`src/rtl/rtq_pkg.sv`:
```
// Shared package for the repeating timer queue unit.
// Holds word layout, item mode codes and the controller/datapath command and status types.
// No dependencies.
`timescale 1ns / 1ps
`default_nettype none

package rtq_pkg;

	// Defaults for the top level parameters
	localparam int DEF_NUM_TIMERS = 16;
	localparam int DEF_TIME_BITS  = 48;

	// Input word fields
	localparam int MODE_W   = 2;
	localparam int SLOT_W   = 4;
	localparam int PERIOD_W = 32;
	localparam int REPEAT_W = 32;
	localparam int IN_W     = 72;

	// Result word fields
	localparam int OUT_W = 8;

	// At most this many firings are reported per tick
	localparam int MAX_FIRE = 16;
	localparam int FIRE_W   = $clog2(MAX_FIRE);

	// Item modes
	localparam logic [MODE_W-1:0] MODE_ADD    = 2'd0;
	localparam logic [MODE_W-1:0] MODE_CANCEL = 2'd1;
	localparam logic [MODE_W-1:0] MODE_TICK   = 2'd2;

	// Controller to datapath
	typedef struct packed {
		logic take_item; // input word accepted this cycle
		logic scan_run;  // step the slot scan
		logic fire;      // fire the best due timer
		logic flush;     // emit the held result as the last of the tick
	} rtq_cmd_t;

	// Datapath to controller
	typedef struct packed {
		logic in_tick;    // input word is a tick
		logic scan_done;  // all slots issued
		logic best_valid; // scan found a due timer
		logic held_valid; // a fired result waits for its last flag
		logic out_free;   // output register can load this cycle
		logic fire_limit; // this firing is the last allowed in the tick
	} rtq_stat_t;

endpackage

`default_nettype wire

```
`src/rtl/rtq_ctrl.sv`:
```
// Controller state machine of the repeating timer queue unit.
// Sequences item intake, slot scans, firings and the final flush; depends on rtq_pkg.
`timescale 1ns / 1ps
`default_nettype none

module rtq_ctrl (
	input  wire               clk,
	input  wire               arst_n,
	input  wire               in_valid,
	output logic              in_ready,
	input  rtq_pkg::rtq_stat_t stat,
	output rtq_pkg::rtq_cmd_t  cmd
);
	import rtq_pkg::*;

	typedef enum logic [3:0] {
		ST_IDLE   = 4'b0001,
		ST_SCAN   = 4'b0010,
		ST_DECIDE = 4'b0100,
		ST_FLUSH  = 4'b1000
	} state_t;

	state_t state_q, state_d;

	// Intake only while idle
	assign in_ready = (state_q == ST_IDLE);

	// Next state and commands
	always_comb begin
		state_d       = state_q;
		cmd.take_item = 1'b0;
		cmd.scan_run  = 1'b0;
		cmd.fire      = 1'b0;
		cmd.flush     = 1'b0;
		case (state_q)
			ST_IDLE: begin
				if (in_valid) begin
					cmd.take_item = 1'b1;
					if (stat.in_tick) begin
						state_d = ST_SCAN;
					end
				end
			end
			ST_SCAN: begin
				cmd.scan_run = 1'b1;
				if (stat.scan_done) begin
					state_d = ST_DECIDE;
				end
			end
			ST_DECIDE: begin
				if (stat.best_valid) begin
					// previous result must leave before a new one is held
					if (!stat.held_valid || stat.out_free) begin
						cmd.fire = 1'b1;
						state_d  = stat.fire_limit ? ST_FLUSH : ST_SCAN;
					end
				end else if (stat.held_valid) begin
					state_d = ST_FLUSH;
				end else begin
					state_d = ST_IDLE;
				end
			end
			ST_FLUSH: begin
				if (stat.out_free) begin
					cmd.flush = 1'b1;
					state_d   = ST_IDLE;
				end
			end
			default: begin
				state_d = ST_IDLE;
			end
		endcase
	end

	always_ff @(posedge clk or negedge arst_n) begin
		if (!arst_n) begin
			state_q <= ST_IDLE;
		end else begin
			state_q <= state_d;
		end
	end

	// A firing needs a due timer found by the scan
	a_fire_best: assert property (@(posedge clk) disable iff (!arst_n)
		cmd.fire |-> stat.best_valid)
		else $error("fire without a due timer");

	// A flush always has a held result to emit
	a_flush_held: assert property (@(posedge clk) disable iff (!arst_n)
		cmd.flush |-> stat.held_valid)
		else $error("flush with nothing held");

	// Reaching the firing limit ends the tick with a flush
	a_limit_flush: assert property (@(posedge clk) disable iff (!arst_n)
		(cmd.fire && stat.fire_limit) |=> (state_q == ST_FLUSH))
		else $error("firing limit did not end the tick");

endmodule

`default_nettype wire

```
`src/rtl/rtq_datapath.sv`:
```
// Datapath of the repeating timer queue unit: time counter, slot memories,
// active bits, earliest-deadline scan, held result and output register; depends on rtq_pkg.
`timescale 1ns / 1ps
`default_nettype none

module rtq_datapath #(
	parameter int NUM_TIMERS = rtq_pkg::DEF_NUM_TIMERS,
	parameter int TIME_BITS  = rtq_pkg::DEF_TIME_BITS
) (
	input  wire                       clk,
	input  wire                       arst_n,
	input  rtq_pkg::rtq_cmd_t         cmd,
	output rtq_pkg::rtq_stat_t        stat,
	input  wire  [rtq_pkg::IN_W-1:0]  in_data,
	output logic                      out_valid,
	input  wire                       out_ready,
	output logic [rtq_pkg::OUT_W-1:0] out_data,
	output logic                      out_last
);
	import rtq_pkg::*;

	localparam int AW = $clog2(NUM_TIMERS);
	localparam int CW = $clog2(NUM_TIMERS + 1);

	// Input word fields
	logic [MODE_W-1:0]   in_mode;
	logic [SLOT_W-1:0]   in_slot;
	logic [PERIOD_W-1:0] in_period;
	logic [REPEAT_W-1:0] in_repeat;
	logic [PERIOD_W-1:0] period_fix;
	logic                slot_ok;

	assign in_mode    = in_data[MODE_W-1:0];
	assign in_slot    = in_data[MODE_W +: SLOT_W];
	assign in_period  = in_data[MODE_W+SLOT_W +: PERIOD_W];
	assign in_repeat  = in_data[MODE_W+SLOT_W+PERIOD_W +: REPEAT_W];
	assign period_fix = (in_period == '0) ? PERIOD_W'(1) : in_period;
	assign slot_ok    = (32'(in_slot) < 32'(NUM_TIMERS));

	// Slot storage
	logic [TIME_BITS-1:0] deadline_mem [NUM_TIMERS];
	logic [PERIOD_W-1:0]  period_mem   [NUM_TIMERS];
	logic [REPEAT_W-1:0]  repeats_mem  [NUM_TIMERS];
	logic [NUM_TIMERS-1:0] active_q;
	logic [TIME_BITS-1:0] now_q;

	// Scan state
	logic [CW-1:0]        idx_q;
	logic                 valid_s1;
	logic [AW-1:0]        idx_s1;
	logic [TIME_BITS-1:0] rd_deadline_s1;
	logic [PERIOD_W-1:0]  rd_period_s1;
	logic [REPEAT_W-1:0]  rd_repeats_s1;
	logic                 best_valid_q;
	logic [AW-1:0]        best_idx_q;
	logic [TIME_BITS-1:0] best_age_q;
	logic [PERIOD_W-1:0]  best_period_q;
	logic [REPEAT_W-1:0]  best_repeats_q;

	// Fired result waiting for its last flag
	logic                 held_valid_q;
	logic [SLOT_W-1:0]    held_slot_q;
	logic                 held_rearm_q;
	logic [FIRE_W-1:0]    fire_cnt_q;

	// Output register
	logic                 out_valid_q;
	logic [SLOT_W-1:0]    out_slot_q;
	logic                 out_rearm_q;
	logic                 out_last_q;

	// Item decode
	logic is_add, is_cancel, is_tick;
	always_comb begin
		is_add    = 1'b0;
		is_cancel = 1'b0;
		is_tick   = 1'b0;
		case (in_mode)
			MODE_ADD:    is_add    = 1'b1;
			MODE_CANCEL: is_cancel = 1'b1;
			MODE_TICK:   is_tick   = 1'b1;
			default:     ;
		endcase
	end

	logic do_add, do_cancel, do_tick, again, out_free;
	assign do_add    = cmd.take_item && is_add && slot_ok;
	assign do_cancel = cmd.take_item && is_cancel && slot_ok;
	assign do_tick   = cmd.take_item && is_tick;
	assign again     = (best_repeats_q > REPEAT_W'(1));
	assign out_free  = !out_valid_q || out_ready;

	// Shared write port: add from the input word, re-arm from the best timer
	logic [AW-1:0]        wr_addr;
	logic [PERIOD_W-1:0]  addend;
	logic [TIME_BITS-1:0] wr_deadline;
	logic [REPEAT_W-1:0]  wr_repeats;
	logic                 we_deadline, we_period, we_repeats;

	assign wr_addr     = do_add ? AW'(in_slot) : best_idx_q;
	assign addend      = do_add ? period_fix : best_period_q;
	assign wr_deadline = now_q + TIME_BITS'(addend);
	assign wr_repeats  = do_add ? in_repeat : (best_repeats_q - REPEAT_W'(1));
	assign we_deadline = do_add || (cmd.fire && again);
	assign we_repeats  = we_deadline;
	assign we_period   = do_add;

	// Slot memories, registered read at the scan index
	always_ff @(posedge clk) begin
		if (we_deadline) begin
			deadline_mem[wr_addr] <= wr_deadline;
		end
		if (we_period) begin
			period_mem[wr_addr] <= in_period == '0 ? period_fix : in_period;
		end
		if (we_repeats) begin
			repeats_mem[wr_addr] <= wr_repeats;
		end
		rd_deadline_s1 <= deadline_mem[idx_q[AW-1:0]];
		rd_period_s1   <= period_mem[idx_q[AW-1:0]];
		rd_repeats_s1  <= repeats_mem[idx_q[AW-1:0]];
		idx_s1         <= idx_q[AW-1:0];
	end

	// Age of the slot read last cycle; due when the age is below half range
	logic [TIME_BITS-1:0] age_s1;
	logic                 due_s1;
	logic                 better_s1;
	assign age_s1    = now_q - rd_deadline_s1;
	assign due_s1    = valid_s1 && active_q[idx_s1] && !age_s1[TIME_BITS-1];
	assign better_s1 = due_s1 && (!best_valid_q || (age_s1 > best_age_q));

	// Time, active bits, scan control, held result and fire count
	always_ff @(posedge clk or negedge arst_n) begin
		if (!arst_n) begin
			now_q        <= '0;
			active_q     <= '0;
			idx_q        <= '0;
			valid_s1     <= 1'b0;
			best_valid_q <= 1'b0;
			held_valid_q <= 1'b0;
			fire_cnt_q   <= '0;
		end else begin
			valid_s1 <= cmd.scan_run && (idx_q < CW'(NUM_TIMERS));
			if (do_add) begin
				active_q[AW'(in_slot)] <= 1'b1;
			end
			if (do_cancel) begin
				active_q[AW'(in_slot)] <= 1'b0;
			end
			if (do_tick) begin
				now_q        <= now_q + TIME_BITS'(1);
				idx_q        <= '0;
				best_valid_q <= 1'b0;
				fire_cnt_q   <= '0;
			end
			if (cmd.scan_run && (idx_q < CW'(NUM_TIMERS))) begin
				idx_q <= idx_q + CW'(1);
			end
			if (better_s1) begin
				best_valid_q <= 1'b1;
			end
			if (cmd.fire) begin
				if (!again) begin
					active_q[best_idx_q] <= 1'b0;
				end
				held_valid_q <= 1'b1;
				fire_cnt_q   <= fire_cnt_q + FIRE_W'(1);
				idx_q        <= '0;
				best_valid_q <= 1'b0;
			end
			if (cmd.flush) begin
				held_valid_q <= 1'b0;
			end
		end
	end

	// Best candidate and held result payload
	always_ff @(posedge clk) begin
		if (better_s1) begin
			best_idx_q     <= idx_s1;
			best_age_q     <= age_s1;
			best_period_q  <= rd_period_s1;
			best_repeats_q <= rd_repeats_s1;
		end
		if (cmd.fire) begin
			held_slot_q  <= SLOT_W'(best_idx_q);
			held_rearm_q <= again;
		end
	end

	// Output register: previous result leaves on a new firing, last one on flush
	logic out_load;
	assign out_load = (cmd.fire && held_valid_q) || cmd.flush;

	always_ff @(posedge clk or negedge arst_n) begin
		if (!arst_n) begin
			out_valid_q <= 1'b0;
		end else if (out_load) begin
			out_valid_q <= 1'b1;
		end else if (out_ready) begin
			out_valid_q <= 1'b0;
		end
	end

	always_ff @(posedge clk) begin
		if (out_load) begin
			out_slot_q  <= held_slot_q;
			out_rearm_q <= held_rearm_q;
			out_last_q  <= cmd.flush;
		end
	end

	assign out_valid = out_valid_q;
	assign out_data  = OUT_W'({out_rearm_q, out_slot_q});
	assign out_last  = out_last_q;

	// Status
	assign stat.in_tick    = is_tick;
	assign stat.scan_done  = (idx_q == CW'(NUM_TIMERS));
	assign stat.best_valid = best_valid_q;
	assign stat.held_valid = held_valid_q;
	assign stat.out_free   = out_free;
	assign stat.fire_limit = (fire_cnt_q == FIRE_W'(MAX_FIRE - 1));

	// A result is loaded only into a free output register
	a_out_free: assert property (@(posedge clk) disable iff (!arst_n)
		out_load |-> out_free)
		else $error("output register overwritten");

	// Every firing leaves a held result behind
	a_fire_held: assert property (@(posedge clk) disable iff (!arst_n)
		cmd.fire |=> held_valid_q)
		else $error("fired result not held");

	// No item is taken while a tick still has a result pending
	a_take_clean: assert property (@(posedge clk) disable iff (!arst_n)
		cmd.take_item |-> !held_valid_q)
		else $error("item taken with a result pending");

endmodule

`default_nettype wire

```
`src/rtl/repeating_timer_queue_unit.sv`:
```
// Repeating timer queue unit: bank of repeating timers fired earliest deadline first.
// Top level joining rtq_ctrl and rtq_datapath; depends on rtq_pkg.
//
// Input channel s_*: one word per item. Add arms a slot at now + period, cancel
// clears a slot, tick advances the time counter by one and fires due timers.
// Output channel m_*: one word per fired timer, in order of earliest deadline,
// lower slot first on ties; m_tlast marks the final firing of a tick. Add,
// cancel and a tick with nothing due produce no output word.
// Add and cancel may follow each other every cycle.
// A tick keeps s_tready low while it runs: each search reads one slot per cycle
// (registered read), then fires the winner, and a tick that fired at least one
// timer ends with a flush of its last result.
// At most 16 timers fire per tick; the search after the sixteenth is skipped.
// A fired result is held until the next search decides whether it is the last,
// then moves to the output register, so the first word of a tick appears after
// the second search. When m_tready is low the block waits before a firing or flush,
// and s_tready stays low until the tick's last word is in the output register.
// Reset clears the time counter, all active bits and both channels; slot
// memories need no clearing since only active slots can be due.
`timescale 1ns / 1ps
`default_nettype none

module repeating_timer_queue_unit #(
	parameter int NUM_TIMERS = rtq_pkg::DEF_NUM_TIMERS,
	parameter int TIME_BITS  = rtq_pkg::DEF_TIME_BITS
) (
	input  wire                       clk,
	input  wire                       arst_n,
	input  wire                       s_tvalid,
	output logic                      s_tready,
	// mode[1:0], slot[5:2], period[37:6], repeat_count[69:38], zero fill
	input  wire  [rtq_pkg::IN_W-1:0]  s_tdata,
	output logic                      m_tvalid,
	input  wire                       m_tready,
	// fired_slot[3:0], rearmed[4], zero fill
	output logic [rtq_pkg::OUT_W-1:0] m_tdata,
	output logic                      m_tlast
);
	import rtq_pkg::*;

	rtq_cmd_t  cmd;
	rtq_stat_t stat;

	// Sequencer
	rtq_ctrl u_ctrl (
		.clk      (clk),
		.arst_n   (arst_n),
		.in_valid (s_tvalid),
		.in_ready (s_tready),
		.stat     (stat),
		.cmd      (cmd)
	);

	// Storage, scan and output
	rtq_datapath #(
		.NUM_TIMERS (NUM_TIMERS),
		.TIME_BITS  (TIME_BITS)
	) u_datapath (
		.clk       (clk),
		.arst_n    (arst_n),
		.cmd       (cmd),
		.stat      (stat),
		.in_data   (s_tdata),
		.out_valid (m_tvalid),
		.out_ready (m_tready),
		.out_data  (m_tdata),
		.out_last  (m_tlast)
	);

endmodule

`default_nettype wire
```
`config.mk`:
```
export PLATFORM = sky130hd
export DESIGN_NAME = repeating_timer_queue_unit
export DESIGN_NICKNAME = d
export VERILOG_FILES = /design/src/rtl/rtq_pkg.sv /design/src/rtl/rtq_ctrl.sv /design/src/rtl/rtq_datapath.sv /design/src/rtl/repeating_timer_queue_unit.sv
export SDC_FILE = /design/constraint.sdc
export NUM_CORES = 2
export LEC_CHECK = 0
export BUFFER_PORTS_ARGS = -buffer_cell sky130_fd_sc_hd__buf_2
export CAP_MARGIN = 20
export CORE_MARGIN = 1
export CORE_UTILIZATION = 31
export CTS_CLUSTER_DIAMETER = 80
export DETAILED_ROUTE_END_ITERATION = 12
export GPL_ROUTABILITY_DRIVEN = 0
export GPL_TIMING_DRIVEN = 0
export PLACE_DENSITY_LB_ADDON = 0.12
export SKIP_CTS_REPAIR_TIMING = 1
export SLEW_MARGIN = 20
export SYNTH_ARGS = -nofsm -noshare
export SYNTH_HDL_FRONTEND = slang
export SYNTH_SLANG_ARGS = --single-unit
```
`constraint.sdc`:
```
create_clock -name clk -period 10.7 [get_ports clk]
set_input_delay 1.07 -clock clk [delete_from_list [all_inputs] [get_ports clk]]
set_output_delay 1.07 -clock clk [all_outputs]
set_load 0.01 [all_outputs]
```
==> results.txt <==
Setup repair after global routing left no endpoint under its margin. Broken down by cell family, the worst path's largest delay share belongs to compound AO/OA/AOI/OAI gates. The total number of clock tree sinks came out at 2116.

The post-synthesis cell area came out at between 80000 and 90000 um2. The final HPWL from detailed placement came out at around 180 mm. After synthesis, the share of cell area in mux cells is 15.1%. The number of buffers created by CTS is roughly 230.

The highest achievable clock rate is 124 MHz. Setup violations remaining at the end of the flow were counted as 0. The worst slew margin relative to its limit came out at between 20% and 30%. The post-route netlist has 26.7% of its cells at a drive strength greater than 1. The average vias per placed instance came out at 5.11. The first global-routing pass estimated 358 mm of wire. The finished layout cell area is 101000 um2. Input and output buffers added on the ports amount to 81. The total global routing overflow came out at 0. The number of antenna violations at the first check in global routing came out at 13.

For the pin with the worst max-slew slack, the measured transition is 1.19 ns. The number of register bits inferred by synthesis is 2116. The routed length per placed instance came out at 29.9 um. The maximum number of pins on one net before global-route repair is 63. The clock-pin slew of the registers on the worst-case setup and hold paths came out at 0.06 ns. The tree is rooted in a sky130_fd_sc_hd__clkbuf_16. The largest clock skew in the final design is 0.0747 ns. The number of optimization iterations in the first detailed-route pass is 5.

The main combinational cell family by area after synthesis is multiplexers. The share of synthesized flip-flops with an asynchronous set or reset came out at about 3.8%. The number of nets with antenna violations after detailed routing came out at 0. The row count is between 150 and 200. The compound-gate portion of the synthesized area is 2.77%.

In this run the power density over the cells is roughly 230 nW/um2. The maximum count of clock buffers along a single path is 3. The maximum fanout along the worst path came out at 16. Power comes to 23.1 mW. The run finished with clean final reports. The end-of-flow core utilization came out at 37.4%. The count of max-cap constraint violations is 0. The clock period could shrink to 8.05 ns. The number of synthesized flops with an enable pin is 1919. The area growth from synthesis to layout is 19.8%.

The clock insertion delay at the later pin of the skew report came out at 0.87 ns. The count of different cell masters after synthesis is 80. At the worst endpoint, the required time is roughly 11 ns. Among all flip-flop cells after synthesis, the most frequent one is sky130_fd_sc_hd__edfxtp_1. The startpoint type of the worst setup path is a register. The number of vias after detailed routing came out at 44100. In this run the worst hold path is classified as in -> async. The total detailed-routing wirelength is 258 mm. The final hold violation count came out at 0. The maximum level of the CTS H-tree came out at 4. The number of global-route vias before repair is around 45000. The number of DRC markers in iteration 0 is 4329.

The final max-slew violation count came out at 0. The simple logic cell fraction of the synthesized area is ~3.7%. The net count of the finished layout is a little over 5000. The worst setup path is of the reg -> reg kind.

The worst path uses 75.2% of the clock period. The worst setup path is captured at a register. The die outline height came out at around 520 um. The placed instance area came out at 93800 um2.

In this run the static leakage power is 33.6 nW. The largest individual stage delay along the critical path comes from the cell sky130_fd_sc_hd__o31ai_1. The gate count of the mapped netlist came out at 4342. The worst IR drop on VDD came out at 0.163 mV. The adder-cell area share of the yosys netlist came out at between 2 and 2.5%. The fill cell total of the finished layout is roughly 25000. Summing the areas of all xor and xnor instances in the mapped netlist gives 1.62% of the synthesized area. For the worst setup path, the data arrival time is about 8.6 ns. Each instance of the synthesized netlist takes up on average 19.5 um2. The number of buffer and inverter stages on the critical path came out at 3.

TritonCTS built the clock tree. The die extent in x is 524 um. The count of yosys warnings during synthesis is 0. In the routed design, unresolved DRC markers number 0. The overall track demand over capacity in global routing is 18.8%. The boundary pin count is 87.

Traced cell by cell, the critical path runs through nor4b_4, nand3b_1, nor2_2, clkbuf_1, clkbuf_2, clkbuf_1, nand2_1, nand2_1, ha_1, a211oi_1, nor2_1, o31a_1, o21ai_1, o211ai_1, a311oi_2, o31ai_1, nand3_1, xnor2_2. The area of the core came out at 271000 um2. The register area share after synthesis is 73.3%. The initial cell density of the core is roughly 31%. The largest single stage delay on the critical path is 0.85 ns.

The die covers 275000 um2.
-- worst reg2reg max path: stages (launching register included) --
cell and delay, ns:
sky130_fd_sc_hd__dfstp_2 0.56, sky130_fd_sc_hd__nor4b_4 0.43, sky130_fd_sc_hd__nand3b_1 0.24, sky130_fd_sc_hd__nor2_2 0.21, sky130_fd_sc_hd__clkbuf_1 0.78, sky130_fd_sc_hd__clkbuf_2 0.63, sky130_fd_sc_hd__clkbuf_1 0.69, sky130_fd_sc_hd__nand2_1 0.11
sky130_fd_sc_hd__nand2_1 0.13, sky130_fd_sc_hd__ha_1 0.26, sky130_fd_sc_hd__a211oi_1 0.11, sky130_fd_sc_hd__nor2_1 0.20, sky130_fd_sc_hd__o31a_1 0.26, sky130_fd_sc_hd__o21ai_1 0.28, sky130_fd_sc_hd__o211ai_1 0.65, sky130_fd_sc_hd__a311oi_2 0.35
sky130_fd_sc_hd__o31ai_1 0.85, sky130_fd_sc_hd__nand3_1 0.26, sky130_fd_sc_hd__xnor2_2 0.73
-- registers in the layout, indices dropped and copies added (netlist names), 5 cells and up --
| register | flops |
|---|---|
| u_datapath.rd_period_s1 | 32 |
| u_datapath.best_period_q | 32 |
| u_datapath.idx_q | 5 |
| u_datapath.deadline_mem | 768 |
| u_datapath.repeats_mem | 512 |
| u_datapath.best_age_q | 48 |
| u_datapath.now_q | 48 |
| u_datapath.rd_deadline_s1 | 48 |
| u_datapath.rd_repeats_s1 | 32 |
| u_datapath.period_mem | 512 |
| u_datapath.active_q | 16 |
| u_datapath.best_repeats_q | 32 |
-- placed cells by master, fill, tap and decap left out, types with 47 or more instances in the layout --
cell type                      n
sky130_fd_sc_hd__buf_2       112
sky130_fd_sc_hd__nand2_1     245
sky130_fd_sc_hd__mux4_2      565
sky130_fd_sc_hd__clkinv_1     56
sky130_fd_sc_hd__clkbuf_1    178
sky130_fd_sc_hd__nand4_1      47
sky130_fd_sc_hd__a21oi_1     111
sky130_fd_sc_hd__edfxtp_1   1919
sky130_fd_sc_hd__buf_16       66
sky130_fd_sc_hd__a21o_1       50
sky130_fd_sc_hd__nor2_1      113
sky130_fd_sc_hd__inv_1       125
sky130_fd_sc_hd__xnor2_1      76
sky130_fd_sc_hd__buf_12       76
sky130_fd_sc_hd__dfxtp_1     116
sky130_fd_sc_hd__o21ai_0      63
sky130_fd_sc_hd__clkbuf_16   229
sky130_fd_sc_hd__dfrtp_1      80
sky130_fd_sc_hd__clkbuf_2     57
sky130_fd_sc_hd__ha_1        133
sky130_fd_sc_hd__buf_4        54
-- worst paths after layout --
kind / from / to / slack, ns / depth (start not counted)
setup / recovery: u_ctrl.state_q[0]$_DFFE_PN1P_ / u_datapath.deadline_mem[6][47]$_DFFE_PP_ / 2.65 / 18
hold / removal: arst_n / u_datapath.now_q[32]$_DFFE_PN0P_ / 0.07 / 1
setup reg to reg: u_ctrl.state_q[0]$_DFFE_PN1P_ / u_datapath.deadline_mem[6][47]$_DFFE_PP_ / 2.65 / 18
hold reg to reg: u_datapath.rd_period_s1[5]$_DFF_P_ / u_datapath.best_period_q[5]$_DFFE_PP_ / 0.38 / 0
max in group asynchronous: arst_n / u_datapath.active_q[15]$_DFF_PN0_ / 9.93 / 2
min in group clk: u_datapath.rd_period_s1[5]$_DFF_P_ / u_datapath.best_period_q[5]$_DFFE_PP_ / 0.38 / 0
-- cells by family (layout without fill, tap and decap cells) --
family / Yosys count / in the layout
other cells: 1 / 6
xor+xnor: 156 / 156
fa+ha+maj: 135 / 135
compound gates: 379 / 379
mux: 566 / 566
flops: 2116 / 2116
simple gates: 659 / 659
buf+inv: 330 / 1036
-- through the flow --
step                      setup TNS [ns]  instances  setup slack [ns]  hold WS, ns
after floorplan                        0       4344              4.11        0.345
after global placement          -5835.15       7995             -5.19        0.359
after detailed placement               0       8197              2.18        0.362
after CTS                              0       8619              2.34       0.0122
after global routing                   0       8621              2.15       0.0295
final                                  0       8623              2.65       0.0666
-- final cells by class --
| cell class | count | area (um2) | area share [%] |
|---|---|---|---|
| Sequential cell | 2116 | 62000 | 61.2 |
| Multi-Input combinational cell | 1898 | 21900 | 21.6 |
| Clock buffer | 310 | 6130 | 6.06 |
| Tap cell | 3570 | 4470 | 4.41 |
| Timing Repair Buffer | 284 | 4260 | 4.20 |
| Clock inverter | 112 | 1180 | 1.16 |
| Buffer | 203 | 888 | 0.877 |
| Inverter | 127 | 484 | 0.478 |
| Antenna cell | 3 | 7.51 | 0.00741 |
-- layer usage --
metal	up-vias	global-route usage [%]	share of wire [%]
met5	-	0	0
met4	0	4.07	2.0
met3	277	3.28	5.4
met2	1216	29.2	46
met1	24000	27.5	47
li1	18600	-	-
-- power by group --
group | internal, mW | switching, mW | total (mW)
logic | 2.43 | 3.15 | 5.58
registers | 9.58 | 0.173 | 9.76
clock network | 4.48 | 3.28 | 7.76
total | 16.5 | 6.60 | 23.1
-- cells in the mapped netlist (8+ instances only) --
library cell	instances	area [um2]
sky130_fd_sc_hd__edfxtp_1	1919	57600
sky130_fd_sc_hd__mux4_2	565	12700
sky130_fd_sc_hd__nand2_1	245	920
sky130_fd_sc_hd__clkbuf_1	164	616
sky130_fd_sc_hd__nor2_1	139	522
sky130_fd_sc_hd__ha_1	133	1660
sky130_fd_sc_hd__inv_1	126	473
sky130_fd_sc_hd__dfxtp_1	116	2320
sky130_fd_sc_hd__a21oi_1	114	571
sky130_fd_sc_hd__xnor2_1	99	867
sky130_fd_sc_hd__o21ai_0	93	465
sky130_fd_sc_hd__dfrtp_1	80	2000
sky130_fd_sc_hd__xor2_1	56	490
sky130_fd_sc_hd__a21o_1	50	375
sky130_fd_sc_hd__nand4_1	47	294
sky130_fd_sc_hd__nor3_1	47	235
sky130_fd_sc_hd__nand3_1	45	225
sky130_fd_sc_hd__buf_1	32	120
sky130_fd_sc_hd__nor2b_1	21	131
sky130_fd_sc_hd__and3_1	20	125
sky130_fd_sc_hd__nand2b_1	20	125
sky130_fd_sc_hd__o22ai_1	19	119
sky130_fd_sc_hd__nor4_1	17	106
sky130_fd_sc_hd__a31oi_1	16	100
sky130_fd_sc_hd__o21bai_1	14	105
sky130_fd_sc_hd__o21a_1	11	82.6
sky130_fd_sc_hd__or2_2	10	62.6
sky130_fd_sc_hd__and2_1	9	56.3
sky130_fd_sc_hd__a211oi_1	8	60.1
sky130_fd_sc_hd__or3_1	8	50.1
Power figures use the tool's default switching activity.
